===== config.mk =====
export PLATFORM = sky130hd
export DESIGN_NAME = rx_ring_consumer
export DESIGN_NICKNAME = d
export VERILOG_FILES = /design/src/rtl/core/rxrc_pkg.sv /design/src/rtl/core/rxrc_in_stage.sv /design/src/rtl/core/rxrc_eval.sv /design/src/rtl/core/rx_ring_consumer.sv
export SDC_FILE = /design/constraint.sdc
export NUM_CORES = 1
export LEC_CHECK = 0
export BUFFER_PORTS_ARGS = -buffer_cell sky130_fd_sc_hd__buf_2
export CAP_MARGIN = 30
export CORE_UTILIZATION = 63
export DETAILED_ROUTE_END_ITERATION = 12
export HOLD_SLACK_MARGIN = 0.08
export PLACE_DENSITY = 0.86
export SYNTH_ARGS = -nofsm -noshare
export SYNTH_HDL_FRONTEND = slang
export SYNTH_HIERARCHICAL = 1
export SYNTH_SLANG_ARGS = --single-unit

===== constraint.sdc =====
create_clock -name aclk -period 8.2 [get_ports aclk]
set_clock_uncertainty 0.05 [all_clocks]
set_input_delay 1.23 -clock aclk [delete_from_list [all_inputs] [get_ports aclk]]
set_output_delay 1.23 -clock aclk [all_outputs]
set_load 0.02 [all_outputs]

===== src/rtl/core/rxrc_pkg.sv =====
// ----------------------------------------------------------------------------
// rxrc_pkg
// Shared types and constants of the receive ring consumer.
// ----------------------------------------------------------------------------
package rxrc_pkg;

    // Ring geometry and round budget
    localparam int RING_BYTES   = 32768;
    localparam int FRAME_BUDGET = 64;

    localparam int POS_W    = $clog2(RING_BYTES);
    // Read position plus a legal frame stays below twice the ring size
    localparam int SUM_W    = POS_W + 1;
    localparam int BUDGET_W = 7;
    localparam int WORD_W   = 16;
    localparam int FLEN_W   = 12;
    localparam int ACT_W    = 3;
    localparam int KIND_W   = 2;
    localparam int CFG_IDX_W = 1;

    localparam logic [WORD_W-1:0] EARLY_MARK = 16'hFFF0;
    localparam logic [WORD_W-1:0] PTR_BIAS   = 16'd16;
    localparam logic [FLEN_W-1:0] HDR_BYTES  = 12'd4;

    // Input kinds
    localparam logic [KIND_W-1:0] KIND_START  = 2'd0;
    localparam logic [KIND_W-1:0] KIND_HEADER = 2'd1;
    localparam logic [KIND_W-1:0] KIND_BUSERR = 2'd2;

    // Result actions
    localparam logic [ACT_W-1:0] ACT_DELIVER    = 3'd0;
    localparam logic [ACT_W-1:0] ACT_EARLY      = 3'd1;
    localparam logic [ACT_W-1:0] ACT_BAD_HDR    = 3'd2;
    localparam logic [ACT_W-1:0] ACT_BUDGET_OUT = 3'd3;
    localparam logic [ACT_W-1:0] ACT_ROUND      = 3'd4;
    localparam logic [ACT_W-1:0] ACT_ERR_RESET  = 3'd5;

    // Configuration register indexes
    localparam logic [CFG_IDX_W-1:0] CFG_MIN_LEN = 1'd0;
    localparam logic [CFG_IDX_W-1:0] CFG_MAX_LEN = 1'd1;

    typedef struct packed {
        logic [KIND_W-1:0] kind;
        logic [WORD_W-1:0] hdr_status;
        logic [WORD_W-1:0] hdr_length;
    } in_item_t;

    typedef struct packed {
        logic                has_result;
        logic [ACT_W-1:0]    action;
        logic [WORD_W-1:0]   payload_offset;
        logic [FLEN_W-1:0]   payload_length;
        logic [WORD_W-1:0]   pointer_value;
        logic [POS_W-1:0]    read_pos;
        logic [BUDGET_W-1:0] budget_left;
    } eval_t;

endpackage


===== src/rtl/core/rxrc_in_stage.sv =====
// ----------------------------------------------------------------------------
// rxrc_in_stage
// Input register: holds one accepted transaction until the core takes it.
// ----------------------------------------------------------------------------
module rxrc_in_stage (
    input  logic               aclk,
    input  logic               aresetn,
    input  logic               s_valid,
    output logic               s_ready,
    input  rxrc_pkg::in_item_t s_item,
    input  logic               take,
    output logic               item_valid,
    output rxrc_pkg::in_item_t item
);
    import rxrc_pkg::*;

    logic     valid_reg;
    in_item_t item_reg;

    // Refill in the same cycle the held item moves on
    assign s_ready    = !valid_reg || take;
    assign item_valid = valid_reg;
    assign item       = item_reg;

    always_ff @(posedge aclk) begin
        if (!aresetn) begin
            valid_reg <= 1'b0;
        end else if (s_ready) begin
            valid_reg <= s_valid;
        end
    end

    always_ff @(posedge aclk) begin
        if (s_ready && s_valid) begin
            item_reg <= s_item;
        end
    end

endmodule


===== src/rtl/core/rxrc_eval.sv =====
// ----------------------------------------------------------------------------
// rxrc_eval
// Header check and ring position update for one transaction.
// ----------------------------------------------------------------------------
module rxrc_eval (
    input  rxrc_pkg::in_item_t                 item,
    input  logic [rxrc_pkg::POS_W-1:0]         read_pos,
    input  logic [rxrc_pkg::BUDGET_W-1:0]      budget_left,
    input  logic [rxrc_pkg::FLEN_W-1:0]        min_frame_len,
    input  logic [rxrc_pkg::FLEN_W-1:0]        max_frame_len,
    output rxrc_pkg::eval_t                    res
);
    import rxrc_pkg::*;

    logic [WORD_W:0]     off_full;
    logic [SUM_W-1:0]    step_sum;
    logic [SUM_W-1:0]    aligned;
    logic [SUM_W-1:0]    wrapped;
    logic [FLEN_W-1:0]   len_lo;
    logic                bad_hdr;

    assign len_lo   = item.hdr_length[FLEN_W-1:0];
    assign off_full = (WORD_W+1)'(read_pos) + (WORD_W+1)'(HDR_BYTES);
    // Past the header and frame, rounded up to the next dword
    assign step_sum = SUM_W'(read_pos) + SUM_W'(len_lo) + SUM_W'(HDR_BYTES + 12'd3);
    assign aligned  = {step_sum[SUM_W-1:2], 2'b00};
    assign wrapped  = (aligned >= SUM_W'(RING_BYTES)) ? aligned - SUM_W'(RING_BYTES)
                                                      : aligned;
    assign bad_hdr  = !item.hdr_status[0]
                   || (item.hdr_length < WORD_W'(min_frame_len))
                   || (item.hdr_length > WORD_W'(max_frame_len));

    always_comb begin
        res                = '0;
        res.has_result     = 1'b1;
        res.read_pos       = read_pos;
        res.budget_left    = budget_left;
        case (item.kind)
            KIND_START: begin
                res.action      = ACT_ROUND;
                res.budget_left = BUDGET_W'(FRAME_BUDGET);
            end
            KIND_BUSERR: begin
                res.action   = ACT_ERR_RESET;
                res.read_pos = '0;
            end
            KIND_HEADER: begin
                if (budget_left == '0) begin
                    res.action = ACT_BUDGET_OUT;
                end else if (item.hdr_length == EARLY_MARK) begin
                    // End the round, keep the position
                    res.action      = ACT_EARLY;
                    res.budget_left = '0;
                end else if (bad_hdr) begin
                    res.action      = ACT_BAD_HDR;
                    res.read_pos    = '0;
                    res.budget_left = '0;
                end else begin
                    res.action         = ACT_DELIVER;
                    res.budget_left    = budget_left - BUDGET_W'(1);
                    res.payload_offset = off_full[WORD_W-1:0];
                    res.payload_length = (len_lo >= HDR_BYTES) ? len_lo - HDR_BYTES : '0;
                    res.read_pos       = wrapped[POS_W-1:0];
                end
            end
            default: begin
                res.has_result = 1'b0;
            end
        endcase
        // Pointer register value follows the updated position
        res.pointer_value = WORD_W'(res.read_pos) - PTR_BIAS;
    end

endmodule


===== src/rtl/core/rx_ring_consumer.sv =====
// ----------------------------------------------------------------------------
// rx_ring_consumer
// Receive ring consumer: checks frame headers, tracks the ring read position
// and the per-round frame budget, and reports one result per transaction other than kind 3.
// ----------------------------------------------------------------------------
//  Channel   Direction  Contents
//  s_*       in         kind, hdr_status, hdr_length (valid/ready)
//  m_*       out        action, payload_offset, payload_length, pointer_value
//  cfg_*     in         write of min_frame_len (0) or max_frame_len (1)
//
//  One transaction per cycle sustained while the result is not stalled; an accepted
//  transaction passes the input register, then the result register.
//  The read position and budget update in the cycle the result is loaded,
//  so the next transaction sees them at once.
//  A stalled result holds; the input register still takes one transaction.
//  Kind 3 is consumed without a result. Reset clears position and budget.
// ----------------------------------------------------------------------------
module rx_ring_consumer (
    input  logic                               aclk,
    input  logic                               aresetn,
    input  logic                               s_valid,
    output logic                               s_ready,
    input  logic [rxrc_pkg::KIND_W-1:0]        s_kind,
    input  logic [rxrc_pkg::WORD_W-1:0]        s_hdr_status,
    input  logic [rxrc_pkg::WORD_W-1:0]        s_hdr_length,
    output logic                               m_valid,
    input  logic                               m_ready,
    output logic [rxrc_pkg::ACT_W-1:0]         m_action,
    output logic [rxrc_pkg::WORD_W-1:0]        m_payload_offset,
    output logic [rxrc_pkg::FLEN_W-1:0]        m_payload_length,
    output logic [rxrc_pkg::WORD_W-1:0]        m_pointer_value,
    input  logic                               cfg_wr_en,
    input  logic [rxrc_pkg::CFG_IDX_W-1:0]     cfg_index,
    input  logic [rxrc_pkg::FLEN_W-1:0]        cfg_wr_data
);
    import rxrc_pkg::*;

    in_item_t            s_item;
    in_item_t            item;
    logic                item_valid;
    logic                take;
    eval_t               res;

    logic [POS_W-1:0]    read_pos_reg;
    logic [BUDGET_W-1:0] budget_reg;
    logic [FLEN_W-1:0]   min_len_reg;
    logic [FLEN_W-1:0]   max_len_reg;

    logic                m_valid_reg;
    logic [ACT_W-1:0]    action_reg;
    logic [WORD_W-1:0]   offset_reg;
    logic [FLEN_W-1:0]   length_reg;
    logic [WORD_W-1:0]   pointer_reg;

    assign s_item.kind       = s_kind;
    assign s_item.hdr_status = s_hdr_status;
    assign s_item.hdr_length = s_hdr_length;

    assign take = item_valid && (!m_valid_reg || m_ready);

    rxrc_in_stage u_in_stage (
        .aclk       (aclk),
        .aresetn    (aresetn),
        .s_valid    (s_valid),
        .s_ready    (s_ready),
        .s_item     (s_item),
        .take       (take),
        .item_valid (item_valid),
        .item       (item)
    );

    rxrc_eval u_eval (
        .item          (item),
        .read_pos      (read_pos_reg),
        .budget_left   (budget_reg),
        .min_frame_len (min_len_reg),
        .max_frame_len (max_len_reg),
        .res           (res)
    );

    // Ring state and configuration
    always_ff @(posedge aclk) begin
        if (!aresetn) begin
            read_pos_reg <= '0;
            budget_reg   <= '0;
            min_len_reg  <= 12'd18;
            max_len_reg  <= 12'd1518;
        end else begin
            if (take) begin
                read_pos_reg <= res.read_pos;
                budget_reg   <= res.budget_left;
            end
            if (cfg_wr_en) begin
                case (cfg_index)
                    CFG_MIN_LEN: min_len_reg <= cfg_wr_data;
                    CFG_MAX_LEN: max_len_reg <= cfg_wr_data;
                    default:     ;
                endcase
            end
        end
    end

    // Result register
    always_ff @(posedge aclk) begin
        if (!aresetn) begin
            m_valid_reg <= 1'b0;
        end else if (take && res.has_result) begin
            m_valid_reg <= 1'b1;
        end else if (m_ready) begin
            m_valid_reg <= 1'b0;
        end
    end

    always_ff @(posedge aclk) begin
        if (take && res.has_result) begin
            action_reg  <= res.action;
            offset_reg  <= res.payload_offset;
            length_reg  <= res.payload_length;
            pointer_reg <= res.pointer_value;
        end
    end

    assign m_valid          = m_valid_reg;
    assign m_action         = action_reg;
    assign m_payload_offset = offset_reg;
    assign m_payload_length = length_reg;
    assign m_pointer_value  = pointer_reg;

endmodule

==> metrics.md <==
| Metric | Value |
|---|---|
| Status | finished, final reports clean |
| Worst EP required | 8.41 ns |
| Ratio of final minimum period to clock period | approximately half |
| Post-DR vias/cell | roughly 6 |
| Type of the most critical hold path | reg -> reg |
| CTS HTree Levels | 4 |
| Sequential share of power | 43.9% |
| Int Power | 1.11 mW |
| Setup Fix Bufs, Post-CTS | 0 |
| Gr ovfl total | 0 |
| CTS tree | built |
| Clk sinks | 114 |
| Ant diodes | 0 |
| WS Path Type | reg -> reg |
| Worst-path fanout max | 4 |
| Clk pwr share | 45.6% |
| Max IR drop VDD | 0.142 mV |
| Share of cells above drive strength 1 | 17.2% |
| Vias in the first global route | 5310 |
| Routed vias | 5427 |
| Cell Pwr Density | 194 mW/mm^2 |
| RSZ-0062 raised after global routing | false |
| Initial DRC Count | 315 |
| Crit path DAT | 4.19 ns |
| Leak | 3.14 nW |
| CTS clk-pin slew, worst paths | approximately 0.05 ns |
| Initial antenna violation count | 0 |
| Number of I/O port buffers | 85 |
| Core Footprint | between 0.01 and 0.015 sq mm |
| Num ports | around 100 |
| Startpoint types | flip-flop |
| Largest register FFs | 19 |
| Psw | 0.364 mW |
| Clock Path Buffers | 2 |
| Post-cts resize count | 0 |
| Achievable Freq | 251 MHz |
| # DRC | 0 |
| Clock root buffer | clkbuf_8 |
| Sw frac | around a quarter |
| Count of final hold-check violations | 0 |
| Die height | 104 um |
| Post-Route WL | 15.5 mm |
| Die width | ~100 um |
| Final Power | 1.48 mW |
| Worst Max-Slew Pin Slew | 0.993 ns |
| Row count | 37 |
| Final setup viols | 0 |
| Synthesized Nets | between 700 and 800 |
| Pre-Repair DR Iteration Count | 5 |
| Routed Antenna Nets | 0 |
| Total GRT Usage | 29.6% |
| Final #Nets | 876 |
| Half-perimeter wire length after placement | 10.5 mm |
| Cell Area, Synth | roughly 0.0066 sq mm |
| Tmin final | 3.98 ns |
| Final GP Congestion | 0.899 |
| Max-Cap Viols | 0 |
| Post-CTS Hold Fix Bufs | 0 |
| Setup_tns | 0 ns |
| Clk_lat worst skew | around 0.53 ns |
| Max-Slew Margin vs Limit | 33.1% |
| Initial core utilization | 64.5% |
| Total CTS buffers | 17 |
| Die area | 0.0109 sq mm |
| Max-slew violation count | 0 |
| Pin count of the biggest net entering global routing | ~70 |
| Logic gate share of total power | 10.5% |
| CP endpoint kind | flip-flop |
| Routed WL per cell | 16.9 um |
| Synthesized area per cell | 9.58 sq um |
| YS warnings | 6 |
| First-pass GRT wire length | between 20 and 25 mm |
| Layout Area Growth over Synthesis | 15.1% |
| Synth Instances | about 690 |
## metal layers
metal | wire length, um | track usage, %
met1 | 6120 | 32.9
met2 | 7750 | 50.7
met3 | 933 | 7.02
met4 | 651 | 18.7
met5 | 0 | 0
## power groups by stage
| stage | registers (mW) | logic [mW] | clock network (mW) |
|---|---|---|---|
| 6_report | 0.648 | 0.155 | 0.673 |
| 5_1_grt | 0.650 | 0.167 | 0.708 |
| 4_1_cts | 0.648 | 0.151 | 0.683 |
| 3_5_place_dp | 0.659 | 0.147 | 0 |
| 3_3_place_gp | 0.657 | 0.139 | 0 |
| 2_1_floorplan | 0.666 | 0.0954 | 0 |
## placed cells by master (no fill, tap or decap), types with 2 or more instances in the layout
cell	n
nor4_1	4
bufinv_16	2
dfxtp_1	48
edfxtp_1	66
clkinv_1	3
o31ai_1	3
o41ai_1	2
a21o_1	4
buf_2	85
nand2_1	130
nor2b_4	2
a22o_1	2
nand3_1	19
and2_1	5
inv_1	48
xor2_1	13
and2_4	2
o211ai_1	3
nand2b_1	7
a21boi_0	15
mux2i_1	22
clkinvlp_4	2
o21bai_1	2
o21ai_1	3
o21ai_0	29
clkinv_2	5
clkbuf_1	2
and3_1	8
or3_1	5
nor2_1	50
nand4_1	10
nor2b_1	5
buf_4	2
nor3_1	11
ha_1	56
o21a_1	6
a21oi_1	24
clkbuf_16	16
xnor2_1	22
nand2b_4	2
## critical path, cell delays in order, from the launching register on
cell	delay [ns]
edfxtp_1	0.48
inv_1	0.18
ha_1	0.24
o21bai_1	0.22
fa_1	0.44
nor2b_1	0.18
o2111a_1	0.27
o21ai_0	0.15
a22o_1	0.26
nor4b_1	0.45
o211ai_1	0.19
nor3_1	0.28
nand3b_1	0.14
xor2_1	0.17
## stage by stage
step                      hold WS (ns)  util, %  setup WS (ns)  area (sq um)  std cells
after floorplan                  0.381        -           4.23          6600        689
after global placement           0.402     68.8           4.45          7040        883
after detailed placement         0.409     68.8           4.37          7040        883
after CTS                        0.420     74.1           4.32          7580        915
after global routing             0.449     74.3           4.02          7600        916
final                            0.416     74.3           4.22          7600        916
## worst paths after layout
kind	slack, ns	cells after the start	endpoint	start
hold / removal	0.42	2	min_len_reg[5]$_SDFFE_PN0P_	min_len_reg[5]$_SDFFE_PN0P_
setup / recovery	4.22	13	m_pointer_value[14]$_DFFE_PP_	u_in_stage/item[1]$_DFFE_PP_
setup reg to reg	4.22	13	m_pointer_value[14]$_DFFE_PP_	u_in_stage/item[1]$_DFFE_PP_
hold reg to reg	0.42	2	min_len_reg[5]$_SDFFE_PN0P_	min_len_reg[5]$_SDFFE_PN0P_
## layout make-up
cell class                      instances  area [sq um]
Clock buffer                           19           422
Clock inverter                         13           120
Fill cell                             692          2630
Inverter                               48           180
Multi-Input combinational cell        498          3300
Sequential cell                       114          2940
Tap cell                              136           170
Timing Repair Buffer                   88           460
(Power assumes the default switching activity.)
